**config.mk**
```make
export PLATFORM = sky130hd
export DESIGN_NAME = kce_front
export DESIGN_NICKNAME = d
export VERILOG_FILES = /design/src/design/kce_pkg.sv /design/src/design/kce_front.sv
export SDC_FILE = /design/constraint.sdc
export NUM_CORES = 1
export LEC_CHECK = 0
export BUFFER_PORTS_ARGS = -buffer_cell sky130_fd_sc_hd__buf_2
export CAP_MARGIN = 20
export CORE_AREA = 2 2 205 308
export CTS_BUF_LIST = sky130_fd_sc_hd__clkbuf_4 sky130_fd_sc_hd__clkbuf_8
export CTS_CLUSTER_DIAMETER = 40
export DETAILED_ROUTE_END_ITERATION = 7
export DIE_AREA = 0 0 207 310
export MAX_ROUTING_LAYER = met4
export PLACE_DENSITY_LB_ADDON = 0.05
export SYNTH_ARGS = -nofsm -noshare
export SYNTH_HDL_FRONTEND = slang
export SYNTH_SLANG_ARGS = --single-unit
export TNS_END_PERCENT = 50
```
**constraint.sdc**
```tcl
create_clock -name clk -period 7.88 [get_ports clk]
set_clock_uncertainty 0.05 [all_clocks]
set_input_delay 0.394 -clock clk [delete_from_list [all_inputs] [get_ports clk]]
set_output_delay 0.394 -clock clk [all_outputs]
set_load 0.05 [all_outputs]
```
**src/design/kce_pkg.sv**
```systemverilog
// Shared types, constants and helpers of the keyframe channel evaluator.
package kce_pkg;

  localparam int MAX_KEYS_DEFAULT      = 64;
  localparam int FRACTION_BITS_DEFAULT = 16;
  localparam int QUEUE_DEPTH           = 2;

  localparam int CFG_INDEX_W = 2;
  localparam int CFG_DATA_W  = 7;

  localparam logic [CFG_INDEX_W-1:0] CFG_EXTRAP_BEFORE = 2'd0;
  localparam logic [CFG_INDEX_W-1:0] CFG_EXTRAP_AFTER  = 2'd1;
  localparam logic [CFG_INDEX_W-1:0] CFG_KEY_COUNT     = 2'd2;

  localparam logic [2:0] EXT_CONSTANT     = 3'd0;
  localparam logic [2:0] EXT_LINEAR       = 3'd1;
  localparam logic [2:0] EXT_CYCLE        = 3'd2;
  localparam logic [2:0] EXT_CYCLE_OFFSET = 3'd3;
  localparam logic [2:0] EXT_BOUNCE       = 3'd4;

  localparam logic CMD_LOAD     = 1'b0;
  localparam logic CMD_EVALUATE = 1'b1;

  localparam int DIV_REM_W = 35;
  localparam int DIV_Q_W   = 32;
  localparam int DIV_CNT_W = 6;

  localparam logic [64:0] OFS_LIMIT = 65'd1 << 34;

  localparam logic signed [63:0] SAT_MAX = 64'sh0000_0000_7FFF_FFFF;
  localparam logic signed [63:0] SAT_MIN = 64'shFFFF_FFFF_8000_0000;

  typedef enum logic [1:0] {
    OP_LOAD     = 2'd0,
    OP_EVALUATE = 2'd1,
    OP_SKIP     = 2'd2
  } kce_op_t;

  typedef struct packed {
    logic               command;
    logic [5:0]         key_index;
    logic signed [31:0] key_time;
    logic signed [31:0] key_value;
    logic signed [31:0] slope_in;
    logic signed [31:0] slope_out;
    logic signed [31:0] cubic_a;
    logic signed [31:0] square_b;
    logic signed [31:0] linear_c;
    logic signed [31:0] offset_d;
    logic signed [31:0] query_time;
  } kce_in_t;

  typedef struct packed {
    logic signed [31:0] curve_value;
    logic               saturated;
  } kce_out_t;

  typedef struct packed {
    logic signed [31:0] key_time;
    logic signed [31:0] key_value;
    logic signed [31:0] slope_in;
    logic signed [31:0] slope_out;
    logic signed [31:0] cubic_a;
    logic signed [31:0] square_b;
    logic signed [31:0] linear_c;
    logic signed [31:0] offset_d;
  } kce_key_t;

  typedef struct packed {
    kce_op_t op;
    kce_in_t data;
  } kce_req_t;

  typedef struct packed {
    logic [2:0] extrap_before;
    logic [2:0] extrap_after;
    logic [6:0] key_count;
  } kce_cfg_t;

  function automatic logic signed [63:0] sx64(input logic signed [31:0] v);
    return {{32{v[31]}}, v};
  endfunction

endpackage

```
**src/design/kce_front.sv**
```systemverilog
// Request front end: classifies incoming requests and queues them for the evaluator.
module kce_front #(
  parameter int MAX_KEYS = kce_pkg::MAX_KEYS_DEFAULT
) (
  input  logic              clk,
  input  logic              rst,
  input  logic              in_valid,
  output logic              in_stall,
  input  kce_pkg::kce_in_t  in_data,
  output logic              req_valid,
  output kce_pkg::kce_req_t req,
  input  logic              req_pop
);
  import kce_pkg::*;

  localparam int QAW = (QUEUE_DEPTH > 1) ? $clog2(QUEUE_DEPTH) : 1;

  kce_req_t         entry [QUEUE_DEPTH];
  kce_req_t         incoming;
  logic [QAW-1:0]   wr_ptr;
  logic [QAW-1:0]   rd_ptr;
  logic [QAW:0]     fill;
  logic             push;
  logic             pop;

  always_comb begin
    incoming.data = in_data;
    if (in_data.command == CMD_EVALUATE) begin
      incoming.op = OP_EVALUATE;
    end else if (32'(in_data.key_index) < 32'(MAX_KEYS)) begin
      incoming.op = OP_LOAD;
    end else begin
      incoming.op = OP_SKIP;
    end
  end

  assign in_stall  = (fill == (QAW+1)'(QUEUE_DEPTH));
  assign push      = in_valid && !in_stall;
  assign req_valid = (fill != '0);
  assign pop       = req_pop && req_valid;
  assign req       = entry[rd_ptr];

  always_ff @(posedge clk) begin
    if (push) begin
      entry[wr_ptr] <= incoming;
    end
  end

  always_ff @(posedge clk) begin
    if (rst) begin
      wr_ptr <= '0;
      rd_ptr <= '0;
      fill   <= '0;
    end else begin
      if (push) begin
        wr_ptr <= (wr_ptr == QAW'(QUEUE_DEPTH - 1)) ? '0 : wr_ptr + 1'b1;
      end
      if (pop) begin
        rd_ptr <= (rd_ptr == QAW'(QUEUE_DEPTH - 1)) ? '0 : rd_ptr + 1'b1;
      end
      if (push && !pop) begin
        fill <= fill + 1'b1;
      end else if (pop && !push) begin
        fill <= fill - 1'b1;
      end
    end
  end
endmodule

```
# ---- Word-level counts from Yosys, hierarchy flattened
# Memory sizes are Yosys's and may differ from the RTL's. A register that Yosys moved wholly into a read port is not among the register bits.
# Index checks and enable logic that the tools add are counted.
# W data, S select, Z words.
dict set report totals {
  regBits 4
  latch_bits 0
  ram_bits 592
  rom_bits 0
  inputBits 299
  output_inout_bits 299
  word_cells 27
  memories 1
}
# memory words width rd rd_clocked_by_memory_dff write_ports line_no
set mem_list {}
lappend mem_list {entry 2 296 1 1 1 kce_front.sv:18} ;# kce_req_t entry [QUEUE_DEPTH];
dict set report op_classes {
  add_sub_neg 4
  multipliers 0
  div 0
  order_cmp 0
  eq_ne 1
  shifts 0
  muxes 9
  bitwise_logic 0
  reduce_logical 9
}
# operator n
set op_table {}
lappend op_table {{$mux W1} 7}
lappend op_table {{$logic_and A1 B1 Y1} 4}
lappend op_table {{$mux W2} 2}
lappend op_table {{$reduce_bool A2 Y1} 2}
lappend op_table {{$logic_not A1 Y1} 3}
lappend op_table {{$add A1 B1 Y1 const B} 2}
lappend op_table {{$add A2 B1 Y2 const B} 1}
lappend op_table {{$eq A2 B2 Y1 const B} 1}
lappend op_table {{$sub A2 B1 Y2 const B} 1}

# ---- Longest topological paths before layout
# Gate-level depths: netlist of the first run.
dict set report depth {
  word_depth 7
  depth_mapped 6
  mapped_depth_nobuf 6
}

# ---- Worst setup path before layout of the first run
# No wires, ideal clock.
dict set report synth_timing {
  kind {register to register}
  from {register fill[0]}
  to {memory entry[1][0] in the netlist's numbering (enable)}
  setup_ns 0.696
  arrival_ns 7.552
  required_ns 7.134
  path_slack_ns -0.417
  path_stages_with_launch 4
  n_path_buf 0
  path_cell_list {dfxtp_1 > nor2b_1 > nor2_1 > and2_1}
}
dict set report synth_via {
  elab_chain_cells 5
}
# item line_no
set synth_rtl {}
lappend synth_rtl {{start, declared} kce_front.sv:22} ;# logic [QAW:0] fill;
lappend synth_rtl {{start signal, assigned} kce_front.sv:62} ;# fill <= fill + 1'b1;
lappend synth_rtl {{start signal, assigned} kce_front.sv:64} ;# fill <= fill - 1'b1;
lappend synth_rtl {{$eq A2 B2 Y1} kce_front.sv:37} ;# assign in_stall = (fill == (QAW+1)'(QUEUE_DEPTH));
lappend synth_rtl {{named net in_stall} kce_front.sv:8} ;# output logic in_stall,
lappend synth_rtl {{$logic_not A1 Y1} kce_front.sv:38} ;# assign push = in_valid && !in_stall;
lappend synth_rtl {{$logic_and A1 B1 Y1} kce_front.sv:38}
lappend synth_rtl {{named net push} kce_front.sv:23} ;# logic push;
lappend synth_rtl {{$mux W1} kce_front.sv:44} ;# if (push) begin
lappend synth_rtl {{$mux W1 (implied by the code)} kce_front.sv:45} ;# entry[wr_ptr] <= incoming;
lappend synth_rtl {{end, declared} kce_front.sv:18}
# The timed path passes the listed nets, and every way through them passes these cells.

==> results of run 1 <==
## logic make-up (layout without fill, tap and decap cells)
| logic type | after synthesis | in the layout |
|---|---|---|
| DFF | 595 | 595 |
| muxes | 295 | 295 |
| buffers and inverters | 37 | 1079 |
| and+or+nand+nor | 9 | 9 |
| AOI/OAI and AO/OA | 5 | 5 |
| xor gates and xnor gates | 3 | 3 |
| adders and majority gates | 1 | 1 |
| other | 1 | 9 |
## layout by cell type (no fill, tap or decap), types with 4 or more instances in the layout
cell,instances
sky130_fd_sc_hd__diode_2,8
sky130_fd_sc_hd__dlygate4sd3_1,296
sky130_fd_sc_hd__dfxtp_1,4
sky130_fd_sc_hd__mux2_4,250
sky130_fd_sc_hd__bufinv_16,5
sky130_fd_sc_hd__clkbuf_4,23
sky130_fd_sc_hd__clkinv_1,25
sky130_fd_sc_hd__mux2_2,45
sky130_fd_sc_hd__edfxtp_1,590
sky130_fd_sc_hd__nor2_1,4
sky130_fd_sc_hd__buf_4,13
sky130_fd_sc_hd__clkinv_2,14
sky130_fd_sc_hd__buf_2,596
sky130_fd_sc_hd__clkbuf_8,98
## final timing paths
check,start,end,cells past startpoint
setup reg to reg,fill[0],entry[0][103],4
setup / recovery,flip-flop,req[4],4
hold reg to reg,wr_ptr,wr_ptr,2
hold / removal,in_valid,wr_ptr,4
## flip-flops by register name (all words and copies together), names as in the netlist, named ones only
register and cells:
entry 590, fill 2, rd_ptr 1, wr_ptr 1
## final cells by class
type,instances,share of cell area
clock inverter,50,0.0116
antenna,8,0.000642
tap,798,0.0320
multi-input combinational,314,0.140
timing repair buffer,906,0.195
clock buffer,121,0.0488
inverter,2,0.000481
sequential,595,0.571
## worst max-delay path: cells and delay by family (launching register included)
kind,cells,cell delay (ps)
buffers and inverters,3,1820
DFF,1,760
muxes,1,410
## routing by layer
layer	wire [um]	GRT usage	up-vias
met5	0	-	-
met4	1260	0.0588	0
met3	4590	0.0605	78
met2	29400	0.302	472
met1	21400	0.189	6092
li1	-	-	5748
## metrics by stage
stage / total power, mW / hold slack (ps) / instances
after global routing: 11.3 / 83.2 / 2794
after floorplan: 7.49 / 402 / 946
final: 10.8 / 78.4 / 2794
after CTS: 11.0 / 0.698 / 2785
after detailed placement: 8.22 / 436 / 2318
after global placement: 8.21 / 427 / 2318
## repair_timing
item                      CTS  global route
gates resized for setup     0             0
hold buffers              296             0
hold endpoints to repair  595             0
## power by group
part	switching, mW	internal [mW]
sequential	0.124	3.98
clock	1.19	1.43
combinational	2.83	1.29
==> metrics.txt, run 1 <==
# TYPE chip_impl_metric gauge
chip_impl_info{name="synth_top_family_by_area",value="multiplexers"} 1
chip_impl_metric{name="slowest_delay",unit="ps"} 900
chip_impl_metric{name="multi_input_comb_area",unit="um^2"} 4380
chip_impl_info{name="postSynth.topFlopCell",value="sky130_fd_sc_hd__edfxtp_1"} 1
chip_impl_metric{name="timing.max_cap.violations",unit=""} 0
chip_impl_metric{name="clock_latency",unit="ps"} 660
chip_impl_metric{name="die-area",unit="um^2"} 64200
chip_impl_metric{name="start_util",unit=""} 0.366
chip_impl_metric{name="io_buffers",unit=""} 596
chip_impl_metric{name="hold_viol",unit=""} 0
chip_impl_metric{name="core_area",unit="um^2"} 61700
chip_impl_metric{name="final_worst_setup_slack",unit="ps"} 3680
chip_impl_metric{name="power_density",unit="nW/um^2"} 348
chip_impl_metric{name="chipWidth",unit="um"} 207
chip_impl_metric{name="grt_start_max_net_pins",unit=""} 105
chip_impl_info{name="run_status",value="complete, no violations"} 1
chip_impl_metric{name="seq_area_frac_synth",unit=""} 0.790
chip_impl_metric{name="maxClockFrequency",unit="MHz"} 238
chip_impl_metric{name="final_max_slew_viol_count",unit=""} 0
chip_impl_metric{name="post_synth_xor_area_fraction",unit=""} 0.00116
chip_impl_metric{name="synth-warning-count",unit=""} 0
chip_impl_info{name="cell_taking_the_most_area_after_synthesis",value="sky130_fd_sc_hd__edfxtp_1"} 1
chip_impl_metric{name="worst-slew-pin-transition",unit="ps"} 1060
chip_impl_metric{name="drtPass1Iterations",unit=""} 4
chip_impl_info{name="critical-path-slowest-cell",value="sky130_fd_sc_hd__buf_4"} 1
chip_impl_metric{name="global_route.overflow_total",unit=""} 0
chip_impl_metric{name="synth.mux.area_fraction",unit=""} 0.189
chip_impl_info{name="crit_path_cell_trace",value="buf_4 -> buf_4 -> mux2_2 -> buf_2"} 1
chip_impl_metric{name="total_leakage_power",unit="nW"} 12.2
chip_impl_metric{name="post_route_setup_tns",unit="ps"} 0
chip_impl_info{name="timing.critical_path.from_type",value="flip-flop"} 1
chip_impl_metric{name="first_global_vias",unit=""} 13400
chip_impl_metric{name="synth_fa_ha_area_frac",unit=""} 0.000555
chip_impl_metric{name="gp_congestion",unit=""} 0.770
chip_impl_metric{name="place.detailed.hpwl",unit="um"} 39200
chip_impl_metric{name="drt-wirelength-per-cell",unit="um"} 20.3
chip_impl_metric{name="dr_total_vias",unit=""} 12400
chip_impl_metric{name="layout_min_cycle_time",unit="ps"} 4200
chip_impl_info{name="clockRootBuffer",value="sky130_fd_sc_hd__clkbuf_8"} 1
chip_impl_metric{name="drt_drc_violations_left",unit=""} 0
chip_impl_metric{name="postSynthCellCount",unit=""} 946
chip_impl_metric{name="grt_pass1_wl",unit="um"} 81500
chip_impl_metric{name="share_of_yosys_cell_area_claimed_by_the_top_area_cell_type",unit=""} 0.785
chip_impl_metric{name="synth-compound-area-share",unit=""} 0.00111
chip_impl_metric{name="grt_antenna_before_repair",unit=""} 8
chip_impl_metric{name="clk_path_buf_depth",unit=""} 3
chip_impl_metric{name="drtIter0Drc",unit=""} 471
chip_impl_info{name="netlist_top_cells_count",value="sky130_fd_sc_hd__edfxtp_1 (590), sky130_fd_sc_hd__mux2_4 (250), sky130_fd_sc_hd__mux2_2 (45)"} 1
chip_impl_metric{name="place_worst_setup_slack",unit="ps"} 4310
chip_impl_metric{name="antenna_left",unit=""} 0
chip_impl_metric{name="cts_post_setup_buffers_inserted",unit=""} 0
chip_impl_info{name="path_common_cell",value="sky130_fd_sc_hd__buf_4"} 1
chip_impl_metric{name="finish.utilization",unit=""} 0.506
chip_impl_info{name="synth_top_cells_by_area",value="sky130_fd_sc_hd__edfxtp_1 (79%), sky130_fd_sc_hd__mux2_4 (17%), sky130_fd_sc_hd__mux2_2 (2.2%)"} 1
chip_impl_metric{name="r2r_slack",unit="ps"} 4900
chip_impl_metric{name="peakVddDrop",unit="mV"} 0.256
chip_impl_metric{name="cts_inserted_buffers",unit=""} 94
chip_impl_metric{name="syn2layout_area_growth",unit="%"} 38.2
chip_impl_metric{name="cp.arrival",unit="ps"} 3760
chip_impl_metric{name="dpl_cell_area",unit="um^2"} 26300
chip_impl_metric{name="final_area",unit="um^2"} 31200
chip_impl_metric{name="maxSlewHeadroom",unit=""} 0.294
chip_impl_metric{name="synthesis.nets",unit=""} 1246
chip_impl_metric{name="synth_enable_flop_cells",unit=""} 590
chip_impl_metric{name="die_height",unit="um"} 310
chip_impl_metric{name="grt_util_all_layers",unit=""} 0.175
chip_impl_info{name="cp-end-kind",value="output port"} 1
chip_impl_info{name="clock_tree_from_tritoncts",value="yes"} 1
chip_impl_metric{name="clkSlewWorstSetupHoldPaths",unit="ps"} 60
chip_impl_metric{name="synth-simple-area-share",unit=""} 0.00205
chip_impl_metric{name="final-seq-area",unit="um^2"} 17800
chip_impl_metric{name="netlist_area",unit="um^2"} 22600
chip_impl_metric{name="clkSinkCount",unit=""} 595
chip_impl_metric{name="synth_cell_types",unit=""} 18
chip_impl_metric{name="h-tree-depth",unit=""} 3
chip_impl_metric{name="fillers",unit=""} 5308
chip_impl_metric{name="worst_ep_required_time",unit="ps"} 7440
chip_impl_info{name="hold_class",value="primary input to flip-flop"} 1
chip_impl_metric{name="viasPerCell",unit=""} 4.43
chip_impl_info{name="criticalPathCategory",value="flip-flop to output port"} 1
chip_impl_metric{name="syn_avg_cell_area",unit="um^2"} 23.8
chip_impl_info{name="rsz0062_at_grt",value="no"} 1
chip_impl_metric{name="final-setup-viol-count",unit=""} 0
chip_impl_metric{name="totalWireLength",unit="um"} 56700
chip_impl_metric{name="top_level_ports",unit=""} 598
chip_impl_metric{name="synth_seq_cells",unit=""} 595
chip_impl_metric{name="synthArstFlopShare",unit=""} 0
chip_impl_info{name="post-synth-top-count-cell",value="sky130_fd_sc_hd__edfxtp_1"} 1
chip_impl_metric{name="final_layout_size_suffix_gt1_frac",unit=""} 0.531
chip_impl_metric{name="critPathMaxFanout",unit=""} 52
chip_impl_metric{name="fp-row-count",unit=""} 112
chip_impl_metric{name="final_nets",unit=""} 2213
chip_impl_metric{name="final.period_utilization",unit=""} 0.533
No activity file was read; power rests on OpenSTA's default activity.
==> run 2: changes to the inputs <==
--- a/config.mk
+++ b/config.mk
@@ -5,13 +5,14 @@
 export SDC_FILE = /design/constraint.sdc
 export NUM_CORES = 1
 export LEC_CHECK = 0
+export ABC_AREA = 1
 export BUFFER_PORTS_ARGS = -buffer_cell sky130_fd_sc_hd__buf_2
 export CAP_MARGIN = 20
-export CORE_AREA = 2 2 205 308
+export CORE_AREA = 2 2 201 302
 export CTS_BUF_LIST = sky130_fd_sc_hd__clkbuf_4 sky130_fd_sc_hd__clkbuf_8
 export CTS_CLUSTER_DIAMETER = 40
 export DETAILED_ROUTE_END_ITERATION = 7
-export DIE_AREA = 0 0 207 310
+export DIE_AREA = 0 0 203 304
 export MAX_ROUTING_LAYER = met4
 export PLACE_DENSITY_LB_ADDON = 0.05
 export SYNTH_ARGS = -nofsm -noshare
==> constraint.sdc (replaced) <==
create_clock -name clk -period 3.5 [get_ports clk]
set_clock_uncertainty 0.05 [all_clocks]
set_input_delay 0.175 -clock clk [delete_from_list [all_inputs] [get_ports clk]]
set_output_delay 0.175 -clock clk [all_outputs]
set_load 0.05 [all_outputs]
==> run 2 against run 1 <==
Effect of this change:
- die area shrank 3.8%
- count of clock-buffer cells in the layout is the same
- synthesized area shrank 3.7%
- highest routed layer unchanged
- sequential power grew 130%
- first-iteration DRC count grew 27%
- largest cell class unchanged
- largest power group is now sequential cells
==> metrics.txt, run 2 <==
# TYPE chip_impl_metric gauge
chip_impl_info{name="run_status",value="complete, no violations"} 1
chip_impl_metric{name="report.power.total",unit="mW"} 22.9
chip_impl_info{name="largest-register",value="entry"} 1
chip_impl_info{name="netlist_top_cells_count",value="sky130_fd_sc_hd__edfxtp_1 (590), sky130_fd_sc_hd__mux2_2 (274), sky130_fd_sc_hd__buf_6 (29)"} 1
chip_impl_metric{name="cts_inserted_buffers",unit=""} 96
chip_impl_metric{name="netlist_area",unit="um^2"} 21700
chip_impl_metric{name="grt_start_max_net_pins",unit=""} 138
chip_impl_metric{name="viasPerCell",unit=""} 4.49
chip_impl_metric{name="clkSinkCount",unit=""} 595
chip_impl_info{name="cp-end-kind",value="output port"} 1
chip_impl_info{name="post-synth-top-count-cell",value="sky130_fd_sc_hd__edfxtp_1"} 1
chip_impl_metric{name="drtIter0Drc",unit=""} 600
chip_impl_metric{name="worst-slew-pin-transition",unit="ps"} 958
chip_impl_metric{name="maxSlewHeadroom",unit=""} 0.361
chip_impl_metric{name="place_worst_setup_slack",unit="ps"} 1360
chip_impl_metric{name="syn2layout_area_growth",unit="%"} 40.4
chip_impl_metric{name="die_height",unit="um"} 304
chip_impl_metric{name="antenna_left",unit=""} 0
chip_impl_info{name="critical-path-slowest-cell",value="sky130_fd_sc_hd__dfxtp_4"} 1
chip_impl_metric{name="syn_avg_cell_area",unit="um^2"} 22.7
chip_impl_metric{name="start_util",unit=""} 0.366
chip_impl_info{name="mostFrequentLayoutCells",value="sky130_fd_sc_hd__buf_2 (596), sky130_fd_sc_hd__edfxtp_1 (590), sky130_fd_sc_hd__dlygate4sd3_1 (301)"} 1
chip_impl_info{name="synth_top_cells_by_area",value="sky130_fd_sc_hd__edfxtp_1 (82%), sky130_fd_sc_hd__mux2_2 (14%), sky130_fd_sc_hd__buf_6 (1.5%)"} 1
chip_impl_metric{name="place.detailed.hpwl",unit="um"} 37700
chip_impl_metric{name="final-setup-viol-count",unit=""} 0
chip_impl_metric{name="gp_congestion",unit=""} 0.772
chip_impl_info{name="crit_path_cell_trace",value="buf_12 -> mux2_2 -> buf_2"} 1
chip_impl_metric{name="final_worst_setup_slack",unit="ps"} 724
chip_impl_metric{name="slowest_delay",unit="ps"} 740
chip_impl_metric{name="grt_pass1_wl",unit="um"} 82300
chip_impl_metric{name="grt_util_all_layers",unit=""} 0.185
chip_impl_metric{name="finish.utilization",unit=""} 0.514
chip_impl_metric{name="chipWidth",unit="um"} 203
chip_impl_metric{name="top_level_ports",unit=""} 598
chip_impl_info{name="timing.critical_path.from_type",value="flip-flop"} 1
chip_impl_metric{name="grt_antenna_before_repair",unit=""} 10
chip_impl_metric{name="postSynthCellCount",unit=""} 958
chip_impl_metric{name="cts_resized",unit=""} 0
chip_impl_metric{name="final_max_slew_viol_count",unit=""} 0
chip_impl_info{name="criticalPathCategory",value="flip-flop to output port"} 1
chip_impl_metric{name="synth-warning-count",unit=""} 0
chip_impl_info{name="cell_taking_the_most_area_after_synthesis",value="sky130_fd_sc_hd__edfxtp_1"} 1
chip_impl_metric{name="clkSlewWorstSetupHoldPaths",unit="ps"} 60
chip_impl_metric{name="clock_latency",unit="ps"} 670
chip_impl_metric{name="share_of_yosys_cell_area_claimed_by_the_top_area_cell_type",unit=""} 0.816
chip_impl_metric{name="hold_slack",unit="ps"} 165
chip_impl_metric{name="fillers",unit=""} 5103
chip_impl_metric{name="drt-wirelength-per-cell",unit="um"} 20.2
chip_impl_metric{name="dr_total_vias",unit=""} 12600
chip_impl_metric{name="final_nets",unit=""} 2230
chip_impl_info{name="clockRootBuffer",value="sky130_fd_sc_hd__clkbuf_8"} 1
chip_impl_info{name="hold_class",value="primary input to flip-flop"} 1
chip_impl_metric{name="peakVddDrop",unit="mV"} 0.403
chip_impl_metric{name="clk_path_buf_depth",unit=""} 3
chip_impl_metric{name="final.period_utilization",unit=""} 0.793
chip_impl_info{name="clock_tree_from_tritoncts",value="yes"} 1
chip_impl_metric{name="totalWireLength",unit="um"} 56500
chip_impl_metric{name="synth_seq_cells",unit=""} 595
chip_impl_info{name="rsz0062_at_grt",value="no"} 1
chip_impl_metric{name="seq_area_frac_synth",unit=""} 0.820
chip_impl_metric{name="worst_ep_required_time",unit="ps"} 3270
chip_impl_info{name="postSynth.topFlopCell",value="sky130_fd_sc_hd__edfxtp_1"} 1
chip_impl_metric{name="total_leakage_power",unit="nW"} 11.5
chip_impl_metric{name="synthArstFlopShare",unit=""} 0
chip_impl_info{name="critical_path.top_delay_family",value="flip-flops"} 1
chip_impl_metric{name="cp.arrival",unit="ps"} 2550
chip_impl_metric{name="first_global_vias",unit=""} 13900
chip_impl_metric{name="h-tree-depth",unit=""} 3
chip_impl_metric{name="cp.buffers_inverters",unit=""} 2
chip_impl_metric{name="synth_enable_flop_cells",unit=""} 590
chip_impl_info{name="mostFrequentLayoutCell",value="sky130_fd_sc_hd__buf_2"} 1
chip_impl_metric{name="synthesis.nets",unit=""} 1258
chip_impl_metric{name="maxClockFrequency",unit="MHz"} 360
chip_impl_metric{name="hold_viol",unit=""} 0
chip_impl_metric{name="die-area",unit="um^2"} 61700
chip_impl_info{name="top_regs",value="entry x590, fill x2"} 1
chip_impl_metric{name="final_layout_size_suffix_gt1_frac",unit=""} 0.528
chip_impl_metric{name="core_area",unit="um^2"} 59300
chip_impl_metric{name="drt_drc_violations_left",unit=""} 0
chip_impl_metric{name="drtPass1Iterations",unit=""} 6
chip_impl_metric{name="power_density",unit="nW/um^2"} 751
chip_impl_metric{name="io_buffers",unit=""} 596
chip_impl_metric{name="timing.max_cap.violations",unit=""} 0
chip_impl_metric{name="synth_cell_types",unit=""} 17
chip_impl_metric{name="critPathMaxFanout",unit=""} 72
chip_impl_metric{name="global_route.overflow_total",unit=""} 0
chip_impl_metric{name="cts_post_setup_buffers_inserted",unit=""} 0
chip_impl_metric{name="layout_min_cycle_time",unit="ps"} 2780
chip_impl_metric{name="largest_register_ffs",unit=""} 590
chip_impl_metric{name="fp-row-count",unit=""} 110
run 2: per-stage QoR:
stage | instance area (um^2) | setup TNS, ps | instances
after global placement | 25600 | 0 | 2315
after detailed placement | 25600 | 0 | 2315
after CTS | 30500 | 0 | 2787
after floorplan | 21700 | -1063490 | 958
final | 30500 | 0 | 2798
after global routing | 30500 | 0 | 2797
run 2: worst register-to-register path, cell delays in order (launching register included):
cell and delay [ps]:
sky130_fd_sc_hd__dfxtp_1 350, sky130_fd_sc_hd__inv_2 70, sky130_fd_sc_hd__o21ai_4 210, sky130_fd_sc_hd__inv_1 100, sky130_fd_sc_hd__ha_1 330, sky130_fd_sc_hd__inv_1 80
sky130_fd_sc_hd__nand4_1 90, sky130_fd_sc_hd__nand2_1 60, sky130_fd_sc_hd__dlygate4sd3_1 540, sky130_fd_sc_hd__nor2_1 40, sky130_fd_sc_hd__dlygate4sd3_1 530
run 2: path summary, 6_finish.rpt:
check                                  from  cells past startpoint  slack [ps]           end
worst max register to register      fill[1]                     10         930       fill[1]
worst min register to register       rd_ptr                      2         450     flip-flop
worst min-delay path            in_data[18]                      2         170  entry[0][18]
worst max-delay path              flip-flop                      3         720      req[178]
run 2: power by group:
group / total [mW] / switching, mW / internal [mW]
registers: 9.27 / 0.252 / 9.01
clock network: 5.94 / 2.71 / 3.23
logic: 7.72 / 5.56 / 2.15
run 2: area by class of cell:
type                       instances  area (um^2)  area share
antenna                           11         27.5    0.000902
clock buffer                     121         1520      0.0499
clock inverter                    50          374      0.0123
inverter                           8         30.0    0.000984
multi-input combinational        320         3540       0.116
sequential                       595        17800       0.584
tap                              784          981      0.0322
timing repair buffer             909         6210       0.204
run 2: layer usage:
layer	track usage	part of all wire	up-vias
met5	-	0	-
met4	0.0844	0.037	0
met3	0.0618	0.081	109
met2	0.321	0.52	487
met1	0.188	0.36	6163
li1	-	-	5791
run 2: repair_timing:
action	CTS	global route
hold endpoints to repair	595	0
endpoints found under the setup margin	0	0
hold buffers	301	0
run 2: logic make-up (layout without fill, tap and decap cells):
family                   after synthesis  after routing  share of synthesized area
AO/OA/AOI/OAI                          5              5                    0.00115
adder cells (fa/ha/maj)                1              1                   0.000576
AND/OR/NAND/NOR                       18             18                    0.00334
other                                  1             12                   0.000173
multiplexers                         295            295                      0.156
flip-flops                           595            595                      0.820
buffers and inverters                 43           1088                     0.0180
